==> src/rtl/clock_with_digit_scan_and_key_set_core_macros.svh <==
// Assertion macros used by the clock core RTL.
`ifndef CLOCK_WITH_DIGIT_SCAN_AND_KEY_SET_CORE_MACROS_SVH
`define CLOCK_WITH_DIGIT_SCAN_AND_KEY_SET_CORE_MACROS_SVH

// Same-cycle implication, sampled on i_clk and disabled while i_rst_n is low.
`define CWDS_ASSERT_NOW(label, ante, cons, msg) \
    label: assert property (@(posedge i_clk) disable iff (!i_rst_n) \
        (ante) |-> (cons)) else $error(msg);

// Next-cycle implication, sampled on i_clk and disabled while i_rst_n is low.
`define CWDS_ASSERT_NEXT(label, ante, cons, msg) \
    label: assert property (@(posedge i_clk) disable iff (!i_rst_n) \
        (ante) |=> (cons)) else $error(msg);

`endif

==> src/rtl/cwds_pkg.sv <==
// Types, codes and helper functions for the twelve-hour clock core.
package cwds_pkg;

    localparam int DIGIT_COUNT = 6;

    // Event kinds.
    localparam logic [1:0] FUNC_SEC  = 2'd0;
    localparam logic [1:0] FUNC_SCAN = 2'd1;
    localparam logic [1:0] FUNC_KEY  = 2'd2;

    // Key codes.
    localparam logic [7:0] KEY_ZERO  = 8'd48;
    localparam logic [7:0] KEY_NINE  = 8'd57;
    localparam logic [7:0] KEY_ONE   = 8'd49;
    localparam logic [7:0] KEY_EQUAL = 8'd61;

    // Entry positions, next expected digit.
    localparam logic [2:0] POS_HOUR_TENS  = 3'd5;
    localparam logic [2:0] POS_HOUR_UNITS = 3'd4;
    localparam logic [2:0] POS_MIN_TENS   = 3'd3;
    localparam logic [2:0] POS_MIN_UNITS  = 3'd2;
    localparam logic [2:0] POS_SEC_TENS   = 3'd1;
    localparam logic [2:0] POS_SEC_UNITS  = 3'd0;

    // Count limits and reset values.
    localparam logic [5:0] MS_MAX      = 6'd59;
    localparam logic [3:0] HOUR_MAX    = 4'd12;
    localparam logic [3:0] HOUR_FIRST  = 4'd1;
    localparam logic [5:0] SEC_RESET   = 6'd55;
    localparam logic [3:0] HOUR_RESET  = 4'd12;
    localparam logic [3:0] HOUR_TEN    = 4'd10;

    typedef logic [1:0] t_func;

    typedef struct packed {
        logic [DIGIT_COUNT-1:0] enable_n;
        logic [3:0]             value;
        logic                   blank;
    } t_disp;

    // Tens digit of a six-bit value, by a short compare chain.
    function automatic logic [2:0] f_tens(input logic [5:0] v);
        logic [2:0] t;
        if      (v >= 6'd60) t = 3'd6;
        else if (v >= 6'd50) t = 3'd5;
        else if (v >= 6'd40) t = 3'd4;
        else if (v >= 6'd30) t = 3'd3;
        else if (v >= 6'd20) t = 3'd2;
        else if (v >= 6'd10) t = 3'd1;
        else                 t = 3'd0;
        return t;
    endfunction

    // Small value times ten, as shifts and an add.
    function automatic logic [5:0] f_times_ten(input logic [2:0] d);
        return {d, 3'b000} + {2'b00, d, 1'b0};
    endfunction

endpackage

==> src/rtl/cwds_if.sv <==
// Event and result channel interfaces of the clock core.
interface cwds_evt_if;
    import cwds_pkg::*;
    logic       valid;
    logic       ready;
    t_func      func;
    logic [7:0] key_code;

    modport source (output valid, output func, output key_code, input ready);
    modport sink   (input valid, input func, input key_code, output ready);
endinterface

interface cwds_res_if;
    import cwds_pkg::*;
    logic                   valid;
    logic                   ready;
    logic [DIGIT_COUNT-1:0] digit_enable_n;
    logic [3:0]             digit_value;
    logic                   digit_blank;
    logic [5:0]             seconds_now;
    logic [5:0]             minutes_now;
    logic [3:0]             hours_now;
    logic                   entry_active;
    logic [2:0]             entry_position;

    modport source (
        output valid, output digit_enable_n, output digit_value, output digit_blank,
        output seconds_now, output minutes_now, output hours_now,
        output entry_active, output entry_position, input ready
    );
    modport sink (
        input valid, input digit_enable_n, input digit_value, input digit_blank,
        input seconds_now, input minutes_now, input hours_now,
        input entry_active, input entry_position, output ready
    );
endinterface

==> src/rtl/cwds_disp.sv <==
// Display digit selection: picks the scanned digit, splits it to BCD and blanks it when out of range.
module cwds_disp (
    input  logic [5:0]     i_sec,
    input  logic [5:0]     i_min,
    input  logic [3:0]     i_hour,
    input  logic [2:0]     i_scan,
    output cwds_pkg::t_disp o_disp
);
    import cwds_pkg::*;

    logic [2:0] idx;
    logic [5:0] field;
    logic       over;
    logic [2:0] tens;
    logic [5:0] units;

    always_comb begin
        idx = (i_scan >= 3'(DIGIT_COUNT)) ? i_scan - 3'(DIGIT_COUNT) : i_scan;
        case (idx)
            3'd0, 3'd1: begin
                field = i_sec;
                over  = i_sec > MS_MAX;
            end
            3'd2, 3'd3: begin
                field = i_min;
                over  = i_min > MS_MAX;
            end
            default: begin
                field = {2'b00, i_hour};
                over  = i_hour > HOUR_MAX;
            end
        endcase
        tens  = f_tens(field);
        units = field - f_times_ten(tens);

        o_disp.enable_n = ~(DIGIT_COUNT'(1) << idx);
        o_disp.blank    = over;
        if (over) begin
            o_disp.value = 4'd0;
        end else if (idx[0]) begin
            o_disp.value = {1'b0, tens};
        end else begin
            o_disp.value = units[3:0];
        end
    end

endmodule

==> src/rtl/clock_with_digit_scan_and_key_set_core.sv <==
// Twelve-hour clock core with display digit scan and keypad time setting.
//
//   channel | direction | beat contents
//   --------+-----------+------------------------------------------------------
//   i_evt   | in        | func (second tick, scan tick, key press), key_code
//   o_res   | out       | digit select, BCD digit, blank, time, entry status
//
// Every event beat produces exactly one result beat, in the cycle after it is taken.
// The clock state and the result are both updated by one short combinational pass
// from the event and the current state, so a new event can be taken every cycle while o_res drains.
// i_evt.ready is high whenever the result register is empty or is being drained in
// the same cycle; a stalled o_res holds its beat and blocks only further events.
// Reset is synchronous on i_rst_n: the time returns to 12:00:55, the scan to the
// seconds units digit, entry is left and the result register is emptied.
`include "clock_with_digit_scan_and_key_set_core_macros.svh"

module clock_with_digit_scan_and_key_set_core (
    input  logic      i_clk,
    input  logic      i_rst_n,
    cwds_evt_if.sink  i_evt,
    cwds_res_if.source o_res
);
    import cwds_pkg::*;

    // Clock and entry state.
    logic [5:0] r_sec,      n_sec;
    logic [5:0] r_min,      n_min;
    logic [3:0] r_hour,     n_hour;
    logic [2:0] r_scan,     n_scan;
    logic       r_entering, n_entering;
    logic [2:0] r_position, n_position;
    logic [3:0] r_ent_hour, n_ent_hour;
    logic [5:0] r_ent_min,  n_ent_min;
    logic [5:0] r_ent_sec,  n_ent_sec;

    // Result register.
    logic       r_out_valid;
    t_disp      r_disp;
    logic [5:0] r_out_sec;
    logic [5:0] r_out_min;
    logic [3:0] r_out_hour;
    logic       r_out_entering;
    logic [2:0] r_out_position;

    logic       w_ready;
    logic       w_in_fire;
    logic       w_out_fire;
    t_disp      w_disp;

    // Working values of the tick and key logic.
    logic [6:0] sec_inc;
    logic [6:0] min_inc;
    logic [4:0] hour_inc;
    logic [7:0] key_off;
    logic [3:0] digit;
    logic       is_digit;
    logic [3:0] digit_top;
    logic       pos_ok;

    assign w_ready    = !r_out_valid || o_res.ready;
    assign w_in_fire  = i_evt.valid && w_ready;
    assign w_out_fire = r_out_valid && o_res.ready;
    assign i_evt.ready = w_ready;

    always_comb begin
        n_sec      = r_sec;
        n_min      = r_min;
        n_hour     = r_hour;
        n_scan     = r_scan;
        n_entering = r_entering;
        n_position = r_position;
        n_ent_hour = r_ent_hour;
        n_ent_min  = r_ent_min;
        n_ent_sec  = r_ent_sec;

        sec_inc  = {1'b0, r_sec} + 7'd1;
        min_inc  = {1'b0, r_min} + 7'd1;
        hour_inc = {1'b0, r_hour} + 5'd1;

        key_off  = i_evt.key_code - KEY_ZERO;
        digit    = key_off[3:0];
        is_digit = (i_evt.key_code >= KEY_ZERO) && (i_evt.key_code <= KEY_NINE);

        // Highest digit allowed at the current entry position.
        pos_ok = 1'b1;
        case (r_position)
            POS_HOUR_TENS:  digit_top = 4'd1;
            POS_HOUR_UNITS: digit_top = (r_ent_hour >= HOUR_TEN) ? 4'd2 : 4'd9;
            POS_MIN_TENS:   digit_top = 4'd5;
            POS_MIN_UNITS:  digit_top = 4'd9;
            POS_SEC_TENS:   digit_top = 4'd5;
            POS_SEC_UNITS:  digit_top = 4'd9;
            default: begin
                digit_top = 4'd0;
                pos_ok    = 1'b0;
            end
        endcase

        if (w_in_fire) begin
            case (i_evt.func)
                FUNC_SEC: begin
                    // Seconds, then minutes, then hours carry; hour wraps 12 to 1.
                    if (sec_inc > {1'b0, MS_MAX}) begin
                        n_sec = 6'd0;
                        if (min_inc > {1'b0, MS_MAX}) begin
                            n_min  = 6'd0;
                            n_hour = (hour_inc > {1'b0, HOUR_MAX}) ? HOUR_FIRST
                                                                   : hour_inc[3:0];
                        end else begin
                            n_min = min_inc[5:0];
                        end
                    end else begin
                        n_sec = sec_inc[5:0];
                    end
                end
                FUNC_SCAN: begin
                    n_scan = (r_scan >= 3'(DIGIT_COUNT - 1)) ? 3'd0 : r_scan + 3'd1;
                end
                FUNC_KEY: begin
                    if (!r_entering) begin
                        if (i_evt.key_code == KEY_ONE) begin
                            n_entering = 1'b1;
                            n_position = POS_HOUR_TENS;
                        end
                    end else if (i_evt.key_code == KEY_EQUAL) begin
                        n_entering = 1'b0;
                        n_position = POS_HOUR_TENS;
                    end else if (is_digit && pos_ok && (digit <= digit_top)) begin
                        n_position = r_position - 3'd1;
                        case (r_position)
                            POS_HOUR_TENS:  n_ent_hour = digit[0] ? HOUR_TEN : 4'd0;
                            POS_HOUR_UNITS: n_ent_hour = r_ent_hour + digit;
                            POS_MIN_TENS:   n_ent_min  = f_times_ten(digit[2:0]);
                            POS_MIN_UNITS:  n_ent_min  = r_ent_min + {2'b00, digit};
                            POS_SEC_TENS:   n_ent_sec  = f_times_ten(digit[2:0]);
                            default: begin
                                // Last digit: load the entered time and leave entry.
                                n_ent_sec  = r_ent_sec + {2'b00, digit};
                                n_sec      = n_ent_sec;
                                n_min      = r_ent_min;
                                n_hour     = r_ent_hour;
                                n_entering = 1'b0;
                                n_position = POS_HOUR_TENS;
                            end
                        endcase
                    end
                end
                default: begin
                    // The unused event kind leaves the state alone.
                end
            endcase
        end
    end

    // The result shows the display as it stands after the event.
    cwds_disp u_disp (
        .i_sec  (n_sec),
        .i_min  (n_min),
        .i_hour (n_hour),
        .i_scan (n_scan),
        .o_disp (w_disp)
    );

    always_ff @(posedge i_clk) begin
        if (!i_rst_n) begin
            r_sec       <= SEC_RESET;
            r_min       <= 6'd0;
            r_hour      <= HOUR_RESET;
            r_scan      <= 3'd0;
            r_entering  <= 1'b0;
            r_position  <= POS_HOUR_TENS;
            r_ent_hour  <= 4'd0;
            r_ent_min   <= 6'd0;
            r_ent_sec   <= 6'd0;
            r_out_valid <= 1'b0;
        end else begin
            r_sec      <= n_sec;
            r_min      <= n_min;
            r_hour     <= n_hour;
            r_scan     <= n_scan;
            r_entering <= n_entering;
            r_position <= n_position;
            r_ent_hour <= n_ent_hour;
            r_ent_min  <= n_ent_min;
            r_ent_sec  <= n_ent_sec;
            if (w_in_fire) begin
                r_out_valid <= 1'b1;
            end else if (w_out_fire) begin
                r_out_valid <= 1'b0;
            end
        end
    end

    // Result payload loads with each taken event and holds while stalled.
    always_ff @(posedge i_clk) begin
        if (w_in_fire) begin
            r_disp         <= w_disp;
            r_out_sec      <= n_sec;
            r_out_min      <= n_min;
            r_out_hour     <= n_hour;
            r_out_entering <= n_entering;
            r_out_position <= n_position;
        end
    end

    assign o_res.valid          = r_out_valid;
    assign o_res.digit_enable_n = r_disp.enable_n;
    assign o_res.digit_value    = r_disp.value;
    assign o_res.digit_blank    = r_disp.blank;
    assign o_res.seconds_now    = r_out_sec;
    assign o_res.minutes_now    = r_out_min;
    assign o_res.hours_now      = r_out_hour;
    assign o_res.entry_active   = r_out_entering;
    assign o_res.entry_position = r_out_position;

    `CWDS_ASSERT_NOW(a_pos_parked, !r_entering, r_position == POS_HOUR_TENS, "position moved outside entry")
    `CWDS_ASSERT_NOW(a_scan_range, 1'b1, r_scan < 3'(DIGIT_COUNT), "scan index out of range")
    `CWDS_ASSERT_NOW(a_time_range, 1'b1, (r_sec <= MS_MAX) && (r_min <= MS_MAX) && (r_hour <= HOUR_MAX), "clock count out of range")
    `CWDS_ASSERT_NEXT(a_result_follows, w_in_fire, r_out_valid, "taken event left no result")
    `CWDS_ASSERT_NOW(a_ready_when_empty, !r_out_valid, i_evt.ready, "event refused while result register empty")

endmodule

==> src/flat_wrapper.sv <==
// flat-port wrapper written by rule: the top's interface ports become plain ports
module clock_with_digit_scan_and_key_set_core_flat import cwds_pkg::*;
  (i_clk, i_rst_n, i_evt_valid, i_evt_func, i_evt_key_code, i_evt_ready, o_res_valid, o_res_digit_enable_n, o_res_digit_value, o_res_digit_blank, o_res_seconds_now, o_res_minutes_now, o_res_hours_now, o_res_entry_active, o_res_entry_position, o_res_ready);
  cwds_evt_if i_evt_i ();
  cwds_res_if o_res_i ();
  input  logic i_clk;
  input  logic i_rst_n;
  input wire logic [$bits(i_evt_i.valid)-1:0] i_evt_valid;
  input wire logic [$bits(i_evt_i.func)-1:0] i_evt_func;
  input wire logic [$bits(i_evt_i.key_code)-1:0] i_evt_key_code;
  output wire logic [$bits(i_evt_i.ready)-1:0] i_evt_ready;
  output wire logic [$bits(o_res_i.valid)-1:0] o_res_valid;
  output wire logic [$bits(o_res_i.digit_enable_n)-1:0] o_res_digit_enable_n;
  output wire logic [$bits(o_res_i.digit_value)-1:0] o_res_digit_value;
  output wire logic [$bits(o_res_i.digit_blank)-1:0] o_res_digit_blank;
  output wire logic [$bits(o_res_i.seconds_now)-1:0] o_res_seconds_now;
  output wire logic [$bits(o_res_i.minutes_now)-1:0] o_res_minutes_now;
  output wire logic [$bits(o_res_i.hours_now)-1:0] o_res_hours_now;
  output wire logic [$bits(o_res_i.entry_active)-1:0] o_res_entry_active;
  output wire logic [$bits(o_res_i.entry_position)-1:0] o_res_entry_position;
  input wire logic [$bits(o_res_i.ready)-1:0] o_res_ready;
  assign i_evt_i.valid = i_evt_valid;
  assign i_evt_i.func = i_evt_func;
  assign i_evt_i.key_code = i_evt_key_code;
  assign i_evt_ready = i_evt_i.ready;
  assign o_res_valid = o_res_i.valid;
  assign o_res_digit_enable_n = o_res_i.digit_enable_n;
  assign o_res_digit_value = o_res_i.digit_value;
  assign o_res_digit_blank = o_res_i.digit_blank;
  assign o_res_seconds_now = o_res_i.seconds_now;
  assign o_res_minutes_now = o_res_i.minutes_now;
  assign o_res_hours_now = o_res_i.hours_now;
  assign o_res_entry_active = o_res_i.entry_active;
  assign o_res_entry_position = o_res_i.entry_position;
  assign o_res_i.ready = o_res_ready;
  clock_with_digit_scan_and_key_set_core u_core (.i_clk(i_clk), .i_rst_n(i_rst_n), .i_evt(i_evt_i), .o_res(o_res_i));
endmodule
==> config.mk <==
export PLATFORM = sky130hd
export DESIGN_NAME = clock_with_digit_scan_and_key_set_core_flat
export DESIGN_NICKNAME = d
export VERILOG_FILES = /design/src/rtl/cwds_pkg.sv /design/src/rtl/cwds_if.sv /design/src/rtl/cwds_disp.sv /design/src/rtl/clock_with_digit_scan_and_key_set_core.sv /design/src/flat_wrapper.sv
export VERILOG_INCLUDE_DIRS = /design/src /design/src/rtl
export SDC_FILE = /design/constraint.sdc
export NUM_CORES = 1
export LEC_CHECK = 0
export BUFFER_PORTS_ARGS = -buffer_cell sky130_fd_sc_hd__buf_2
export CELL_PAD_IN_SITES_DETAIL_PLACEMENT = 1
export CELL_PAD_IN_SITES_GLOBAL_PLACEMENT = 1
export CORE_MARGIN = 4
export CORE_UTILIZATION = 30
export CTS_BUF_LIST = sky130_fd_sc_hd__clkbuf_8 sky130_fd_sc_hd__clkbuf_16
export DETAILED_ROUTE_END_ITERATION = 16
export PLACE_DENSITY = 0.62
export SLEW_MARGIN = 20
export SYNTH_ARGS = -nofsm -noshare
export SYNTH_HDL_FRONTEND = slang
export SYNTH_SLANG_ARGS = --single-unit
==> constraint.sdc <==
create_clock -name i_clk -period 5.3 [get_ports i_clk]
set_input_delay 1.325 -clock i_clk [delete_from_list [all_inputs] [get_ports i_clk]]
set_output_delay 1.325 -clock i_clk [all_outputs]
set_load 0.01 [all_outputs]
==> flow_summary.ini, run 1 <==
[final_layout]
layout.area.seq_sq_um = 1730
num-nets-final = 728
filler_cell_count = 2040
layout-area-overhead-vs-synth_pct = 15.2
drive_above_1_share_pct = 17.1
multi_input_comb_area_sq_um = 3340
num_antenna_cells = 0

[setup_path]
timing.critical_path.arrival_ns = 5.14
timing.rr.start = u_core.r_position[0]$_SDFF_PN1_
start_kind = register
critPathKind = register to register
critPathMaxFanout = 10
reg2reg_depth = 22
endpoint = u_core.o_res.digit_value[3]$_SDFFCE_PP0P_
startpoint = u_core.r_position[0]$_SDFF_PN1_
rrSetupSlack_ns = 0.37
reg2reg_to = u_core.o_res.digit_value[3]$_SDFFCE_PP0P_
worst-endpoint-required_ns = 5.51
kind_of_capture_point_of_the_worst_setup_path = register

[power]
clk_pwr_share_pct = 42.7
power.density_cell_area_nw_per_um2 = 250
p_seq_share_pct = 40.1
switchingPower_w = 0.000430
ir_worst_vdd_uv = 147
p_int_w = 0.00111
totalPowerFinal_w = 0.00154
power.combinational.fraction_pct = 17.2
sw_frac_of_total_pct = 27.9
p_leak_nw = 2.36

[cts]
cts-hold-fix-buffers = 0
clock_sink_count = 71
clkTransAtPathRegs_ns = 0.07
postCtsSetupBuffers = 0
htree_num_levels = 3
root_buffer = sky130_fd_sc_hd__clkbuf_16
clock_tree_from_tritoncts = yes
post_cts_resize_count = 0
insertion_delay_ns = 0.35
cts-buffers-inserted = 9
cts_max_path_buffers = 2

[sta]
grt_setup_unrepaired = false
relSlewSlack_pct = 30.7
max_slew.worst_pin.slew_ns = 1.04
timing.final.setup_violations = 0
timing.final.hold_violations = 0
fmaxAchievable_ghz = 0.203
fin_skew_ns = 0.0117
timing.setup.tns_ns = 0
min_period_over_period_pct = 93.1
finalWorstPathRequiredPeriod_ns = 4.93
final-max-slew-violation-count = 0

[floorplanning]
die_width_um = 141
core_area_sq_um = 17400
initial_utilization_pct = 30.8
io_pins = 47
die_y_um = 141
die_footprint_sq_um = 20000
fp-row-count = 48

[synth]
postSynthNetCount = 679
yosys_most_used_dff = sky130_fd_sc_hd__dfxtp_1
number_of_distinct_library_cells_after_synthesis = 88
synth_top_family_by_area = compound AO/OA/AOI/OAI gates
ys_seq_area_share_pct = 32.4
synth_compound_gate_area_share_pct = 25.2
synth-edff-count = 31
synthCells = 624
post_synth.cell_area_avg_sq_um = 8.56
synth_xor_xnor_area_share_pct = 2.46
synth_async_sr_flop_share_pct = 0
mappedNetlistArea_sq_um = 5340
synth-adder-area-share_pct = 10.0
synthMuxAreaShare_pct = 1.36
synth-simple-area-share_pct = 23.2
ys_seq_elements = 71
yosysWarningCount = 0

[min_path]
min_path_type = register to register

[routing]
postRouteWirelength_mm = 17.4
drc = 0
drt_iter0_drc = 315
wl_per_cell_um = 19.3
drt-vias-per-instance = 5.48
remaining_antenna_violation_count = 0
drt_pre_antenna_iters = 4
routed-via-count = 4949

[place]
gp_congestion = 0.895
post-dp-hpwl_mm = 13.2
buffer_ports.inserted = 46

[global_route]
grt_remaining_overflow = 0
grt.total_usage_pct = 17.7
grt_max_degree = 32
antenna_found_initial = 0
vias_in_the_first_global_route = 5046
grt_first_pass_wirelength_mm = 27.9

[run_status]
run_status = finished, final reports clean

[run]
cap_violations = 0
==> final cells by class <==
| class | instances | share of cell area [%] |
|---|---|---|
| Timing Repair Buffer | 65 | 6.06 |
| Sequential cell | 71 | 28.2 |
| Inverter | 30 | 1.85 |
| Tap cell | 225 | 4.58 |
| Multi-Input combinational cell | 496 | 54.2 |
| Clock buffer | 9 | 3.66 |
| Clock inverter | 7 | 1.44 |
==> cells in the final DEF (no fill, tap or decap), types with 4 or more instances in the layout <==
| cell type | instances |
|---|---|
| sky130_fd_sc_hd__nand2_1 | 56 |
| sky130_fd_sc_hd__nor2_1 | 55 |
| sky130_fd_sc_hd__a21oi_1 | 53 |
| sky130_fd_sc_hd__buf_2 | 46 |
| sky130_fd_sc_hd__dfxtp_1 | 40 |
| sky130_fd_sc_hd__ha_1 | 38 |
| sky130_fd_sc_hd__edfxtp_1 | 31 |
| sky130_fd_sc_hd__o21ai_0 | 30 |
| sky130_fd_sc_hd__inv_1 | 27 |
| sky130_fd_sc_hd__and2_1 | 24 |
| sky130_fd_sc_hd__nand3_1 | 23 |
| sky130_fd_sc_hd__buf_4 | 19 |
| sky130_fd_sc_hd__nor3_1 | 14 |
| sky130_fd_sc_hd__nor2b_1 | 12 |
| sky130_fd_sc_hd__nor4_1 | 11 |
| sky130_fd_sc_hd__a211oi_1 | 10 |
| sky130_fd_sc_hd__xnor2_1 | 9 |
| sky130_fd_sc_hd__clkbuf_16 | 9 |
| sky130_fd_sc_hd__or3_1 | 8 |
| sky130_fd_sc_hd__a21o_1 | 8 |
| sky130_fd_sc_hd__o31ai_1 | 8 |
| sky130_fd_sc_hd__nand4_1 | 7 |
| sky130_fd_sc_hd__nand2b_1 | 7 |
| sky130_fd_sc_hd__o22ai_1 | 7 |
| sky130_fd_sc_hd__a21oi_2 | 6 |
| sky130_fd_sc_hd__o21ai_1 | 6 |
| sky130_fd_sc_hd__o211ai_1 | 6 |
| sky130_fd_sc_hd__xor2_1 | 6 |
| sky130_fd_sc_hd__mux2i_1 | 5 |
| sky130_fd_sc_hd__or2_2 | 5 |
| sky130_fd_sc_hd__o21a_1 | 4 |
| sky130_fd_sc_hd__a31oi_1 | 4 |
==> worst max-delay path, cell delays in order (launching register included) <==
cell and delay [ns]:
sky130_fd_sc_hd__dfxtp_1 0.36, sky130_fd_sc_hd__inv_1 0.14, sky130_fd_sc_hd__ha_1 0.21, sky130_fd_sc_hd__nor2b_1 0.29, sky130_fd_sc_hd__nor2_1 0.06, sky130_fd_sc_hd__o21bai_1 0.16, sky130_fd_sc_hd__or2_2 0.28, sky130_fd_sc_hd__ha_1 0.29
sky130_fd_sc_hd__and2_1 0.17, sky130_fd_sc_hd__o21ai_0 0.11, sky130_fd_sc_hd__a32o_1 0.25, sky130_fd_sc_hd__buf_4 0.21, sky130_fd_sc_hd__a21oi_1 0.07, sky130_fd_sc_hd__o21ai_0 0.24, sky130_fd_sc_hd__o211ai_1 0.25, sky130_fd_sc_hd__a221o_2 0.48
sky130_fd_sc_hd__a21oi_1 0.17, sky130_fd_sc_hd__a21oi_1 0.05, sky130_fd_sc_hd__o21ai_1 0.21, sky130_fd_sc_hd__ha_1 0.30, sky130_fd_sc_hd__and2_1 0.17, sky130_fd_sc_hd__a21bo_1 0.19, sky130_fd_sc_hd__mux2i_1 0.12
==> worst min-delay path by stage <==
stage                                           startpoint                          endpoint  slack (ns)  cells after the start
final                     u_core.r_ent_sec[0]$_SDFFE_PN0P_  u_core.r_ent_sec[0]$_SDFFE_PN0P_        0.48                      2
after detailed placement  u_core.r_ent_sec[0]$_SDFFE_PN0P_  u_core.r_ent_sec[0]$_SDFFE_PN0P_        0.48                      2
after global placement    u_core.r_ent_sec[0]$_SDFFE_PN0P_  u_core.r_ent_sec[0]$_SDFFE_PN0P_        0.45                      2
after CTS                 u_core.r_ent_sec[0]$_SDFFE_PN0P_  u_core.r_ent_sec[0]$_SDFFE_PN0P_        0.49                      2
after global routing      u_core.r_ent_sec[0]$_SDFFE_PN0P_  u_core.r_ent_sec[0]$_SDFFE_PN0P_        0.53                      2
after floorplan           u_core.r_ent_sec[0]$_SDFFE_PN0P_  u_core.r_ent_sec[0]$_SDFFE_PN0P_        0.44                      2
==> per-layer routing <==
layer	track usage [%]	part of all wire (%)	vias up
met1	23.0	46	2428
met3	2.76	3.1	28
met4	5.61	2.3	0
met5	0	0	-
li1	-	-	2397
met2	30.1	49	96
==> per-stage QoR <==
step           util, %  area [sq um]  hold slack, ns  std cells  worst slack [ns]
2_1_floorplan        -          5340           0.436        624             0.836
3_3_place_gp      33.6          5830           0.450        887             0.316
3_5_place_dp      33.6          5830           0.479        887             0.251
4_1_cts           35.4          6140           0.487        903             0.323
5_1_grt           35.4          6150           0.527        903          0.000842
6_report          35.4          6150           0.482        903             0.366
==> cell usage after synthesis, drive strengths merged (12+ instances only) <==
cell	count	area (sq um)
a21oi	59	310
and2	25	159
buf	14	115
clkbuf	13	50.0
dfxtp	40	801
edfxtp	31	931
ha	38	475
inv	27	101
nand2	56	210
nand3	24	125
nor2	56	213
nor2b	12	75.1
nor3	14	70.1
o21ai	38	205
==> power by group through the flow <==
stage	Clock, W	Combinational, W	Sequential, W
after global placement	0	0.000254	0.000628
after global routing	0.000697	0.000292	0.000621
final	0.000658	0.000264	0.000618
after floorplan	0	0.000173	0.000628
after detailed placement	0	0.000262	0.000629
after CTS	0.000672	0.000265	0.000617
==> kinds of logic after synthesis <==
| family | after synthesis |
|---|---|
| and+or+nand+nor | 240 |
| AOI/OAI and AO/OA | 193 |
| adders and majority gates | 41 |
| muxes | 7 |
| DFF | 71 |
| buffers and inverters | 57 |
| xor gates and xnor gates | 15 |
==> state kept, by name, summed over array words and instances (netlist names), 6 cells and up <==
signal                       count
u_core.o_res.digit_enable_n      6
u_core.r_ent_sec                 6
u_core.r_sec                     6
u_core.r_ent_min                 6
u_core.o_res.minutes_now         6
u_core.o_res.seconds_now         6
u_core.r_min                     6
(Power assumes the default switching activity.)
==> run 2: changes to the inputs <==
--- a/config.mk
+++ b/config.mk
@@ -14,6 +14,7 @@
 export CTS_BUF_LIST = sky130_fd_sc_hd__clkbuf_8 sky130_fd_sc_hd__clkbuf_16
 export DETAILED_ROUTE_END_ITERATION = 16
 export PLACE_DENSITY = 0.62
+export RECOVER_POWER = 100
 export SLEW_MARGIN = 20
 export SYNTH_ARGS = -nofsm -noshare
 export SYNTH_HDL_FRONTEND = slang
==> run 2 against run 1 <==
  * The flow now finishes with violations (max-capacitance violations, max-slew violations)
  * Largest power group unchanged
  * Non-clock buffer count unchanged
  * Sequential power about the same
  * Highest routed layer unchanged
  * Sequential share of layout area increased by 0.30 points
  * Register-to-register slack got worse by 0.02 ns
  * First-iteration DRC count decreased by 15%
  * Clock-buffer cell count unchanged
  * Largest cell class unchanged
  * Clock skew decreased by 0.00091 ns
==> flow_summary.ini, run 2 (synthesis results as in run 1) <==
[cts]
insertion_delay_ns = 0.35
cts-buffers-inserted = 9
cts_max_path_buffers = 2
clock_tree_from_tritoncts = yes
htree_num_levels = 3
postCtsSetupBuffers = 0
clkTransAtPathRegs_ns = 0.07
clock_sink_count = 71
root_buffer = sky130_fd_sc_hd__clkbuf_16

[routing]
wl_per_cell_um = 19.3
postRouteWirelength_mm = 17.5
routed-via-count = 4940
drc = 0
remaining_antenna_violation_count = 0
drt-vias-per-instance = 5.47
drt_iter0_drc = 268
drt_pre_antenna_iters = 5

[sta]
grt_setup_unrepaired = false
min_period_over_period_pct = 93.4
max_slew.worst_pin.slew_ns = 2.04
relSlewSlack_pct = -35.7
fmaxAchievable_ghz = 0.202
timing.final.setup_violations = 0
post-route-worst-setup-slack_ns = 0.347
finalWorstPathRequiredPeriod_ns = 4.95
timing.setup.tns_ns = 0
timing.final.hold_violations = 0
fin_skew_ns = 0.0108
final-max-slew-violation-count = 32

[floorplanning]
io_pins = 47
die_footprint_sq_um = 20000
initial_utilization_pct = 30.8
die_y_um = 141
die_width_um = 141
fp-row-count = 48
core_area_sq_um = 17400

[global_route]
grt_max_degree = 32
grt_first_pass_wirelength_mm = 27.9
antenna_found_initial = 0
grt_remaining_overflow = 0
vias_in_the_first_global_route = 5046
grt.total_usage_pct = 17.7

[run_status]
run_status = finished, violations left
violations = max-capacitance violations, max-slew violations

[setup_path]
critPathMaxFanout = 10
crit_chain = inv_1, ha_1, nor2b_1, nor2_1, o21bai_1, or2_2, ha_1, and2_1, o21ai_0, a32o_1, buf_4, nand3_1, a2bb2oi_1, o221a_2, a221oi_4, and2_1, nand2_1, o21ai_1, ha_1, and2_1, a21bo_1, mux2i_1
kind_of_capture_point_of_the_worst_setup_path = register
start_kind = register
critPathKind = register to register
timing.critical_path.arrival_ns = 5.16
cpMaxStageDelayCell = sky130_fd_sc_hd__a221oi_4
timing.rr.start = u_core.r_position[0]$_SDFF_PN1_
critical_path_buf_inv_count = 2
worst_path_largest_cell_delay_ns = 0.41
timing.critical_path.max_delay_family = compound AO/OA/AOI/OAI gates
reg2reg_to = u_core.o_res.digit_value[3]$_SDFFCE_PP0P_
reg2reg_depth = 22
worst-endpoint-required_ns = 5.51
rrSetupSlack_ns = 0.35

[power]
power.density_cell_area_nw_per_um2 = 252
p_leak_nw = 2.26
ir_worst_vdd_uv = 148
totalPowerFinal_w = 0.00154

[min_path]
min_from = u_core.r_ent_sec[0]$_SDFFE_PN0P_
min_path_type = register to register
min_delay_worst_endpoint = u_core.r_ent_sec[0]$_SDFFE_PN0P_
min_path_cells = 2

[final_layout]
mostFrequentLayoutCells = sky130_fd_sc_hd__nand2_1 (56), sky130_fd_sc_hd__nor2_1 (55), sky130_fd_sc_hd__a21oi_1 (53), sky130_fd_sc_hd__dfxtp_1 (40), sky130_fd_sc_hd__ha_1 (38)
num_antenna_cells = 0
drive_above_1_share_pct = 10.8
stdcell_area_sq_um = 6080
layout-area-overhead-vs-synth_pct = 14.0
final_common_cell = sky130_fd_sc_hd__nand2_1
instances_no_fill = 903
filler_cell_count = 2048
num-nets-final = 728
multi_input_comb_area_sq_um = 3320
layout.area.seq_sq_um = 1730

[place]
post-dp-hpwl_mm = 13.2
pre_cts_slack_ns = 0.251
buffer_ports.inserted = 46
gp_congestion = 0.895
place_area_sq_um = 5830
dpl.cell_count = 887

[run]
cap_violations = 1
==> run 2: cell types whose count changed in the layout (fill, tap and decap cells not counted), moves of 2 or more <==
cell and change:
sky130_fd_sc_hd__and2_0 +6, sky130_fd_sc_hd__buf_4 -3, sky130_fd_sc_hd__o221a_2 -2, sky130_fd_sc_hd__o221a_1 +2, sky130_fd_sc_hd__clkbuf_1 +37, sky130_fd_sc_hd__buf_2 -34, sky130_fd_sc_hd__and2_1 -6
==> run 2: worst max-delay path by stage <==
stage | cells after the start | to | slack, ns | startpoint
after global routing | 23 | u_core.o_res.digit_value[2]$_SDFFCE_PP0P_ | 0.006 | u_core.r_position[0]$_SDFF_PN1_
after detailed placement | 18 | u_core.o_res.digit_value[2]$_SDFFCE_PP0P_ | 0.25 | i_evt_key_code[1]
after floorplan | 17 | u_core.o_res.digit_value[2]$_SDFFCE_PP0P_ | 0.84 | i_evt_key_code[1]
after global placement | 14 | u_core.o_res.digit_value[2]$_SDFFCE_PP0P_ | 0.32 | o_res_ready
after CTS | 24 | u_core.o_res.digit_value[2]$_SDFFCE_PP0P_ | 0.32 | u_core.r_position[0]$_SDFF_PN1_
final | 22 | u_core.o_res.digit_value[3]$_SDFFCE_PP0P_ | 0.35 | u_core.r_position[0]$_SDFF_PN1_
==> run 2: layout make-up <==
cell class                      count  share of cell area (%)
Clock buffer                        9                    3.70
Inverter                           30                    1.87
Timing Repair Buffer               65                    5.24
Tap cell                          225                    4.63
Clock inverter                      7                    1.46
Sequential cell                    71                    28.5
Multi-Input combinational cell    496                    54.6
==> run 2: power breakdown <==
part	internal (W)	total [W]	switching [W]	leakage, nW
logic	0.0000959	0.000258	0.000162	1.51
clock network	0.000410	0.000659	0.000249	0.155
registers	0.000599	0.000619	0.0000199	0.597
total	0.00110	0.00154	0.000432	2.26
==> run 2: through the flow <==
| stage | hold WS (ns) | utilization (%) |
|---|---|---|
| after floorplan | 0.436 | - |
| after global placement | 0.450 | 33.6 |
| after detailed placement | 0.479 | 33.6 |
| after CTS | 0.487 | 35.4 |
| after global routing | 0.527 | 35.1 |
| final | 0.482 | 35.1 |
==> run 2: layer usage <==
layer  wire length [um]  vias to the layer above  track usage (%)
li1                   -                     2394                -
met1               8070                     2438             23.0
met2               8490                       85             30.1
met3                553                       23             2.76
met4                346                        0             5.61
met5                  0                        -                0
==> run 2: what timing repair did <==
action / CTS / global route
hold buffers: 0 / 0
endpoints found under the setup margin: 0 / 1
gates resized for setup: 0 / 2
==> run 2: worst reg2reg max path, cell delays in order, from the launching register on <==
cell and delay [ns]:
sky130_fd_sc_hd__dfxtp_1 0.36, sky130_fd_sc_hd__inv_1 0.14, sky130_fd_sc_hd__ha_1 0.21, sky130_fd_sc_hd__nor2b_1 0.29, sky130_fd_sc_hd__nor2_1 0.07, sky130_fd_sc_hd__o21bai_1 0.16
sky130_fd_sc_hd__or2_2 0.28, sky130_fd_sc_hd__ha_1 0.29, sky130_fd_sc_hd__and2_1 0.17, sky130_fd_sc_hd__o21ai_0 0.11, sky130_fd_sc_hd__a32o_1 0.25, sky130_fd_sc_hd__buf_4 0.20
sky130_fd_sc_hd__nand3_1 0.13, sky130_fd_sc_hd__a2bb2oi_1 0.17, sky130_fd_sc_hd__o221a_2 0.35, sky130_fd_sc_hd__a221oi_4 0.41, sky130_fd_sc_hd__and2_1 0.24, sky130_fd_sc_hd__nand2_1 0.06
sky130_fd_sc_hd__o21ai_1 0.13, sky130_fd_sc_hd__ha_1 0.30, sky130_fd_sc_hd__and2_1 0.17, sky130_fd_sc_hd__a21bo_1 0.19, sky130_fd_sc_hd__mux2i_1 0.12
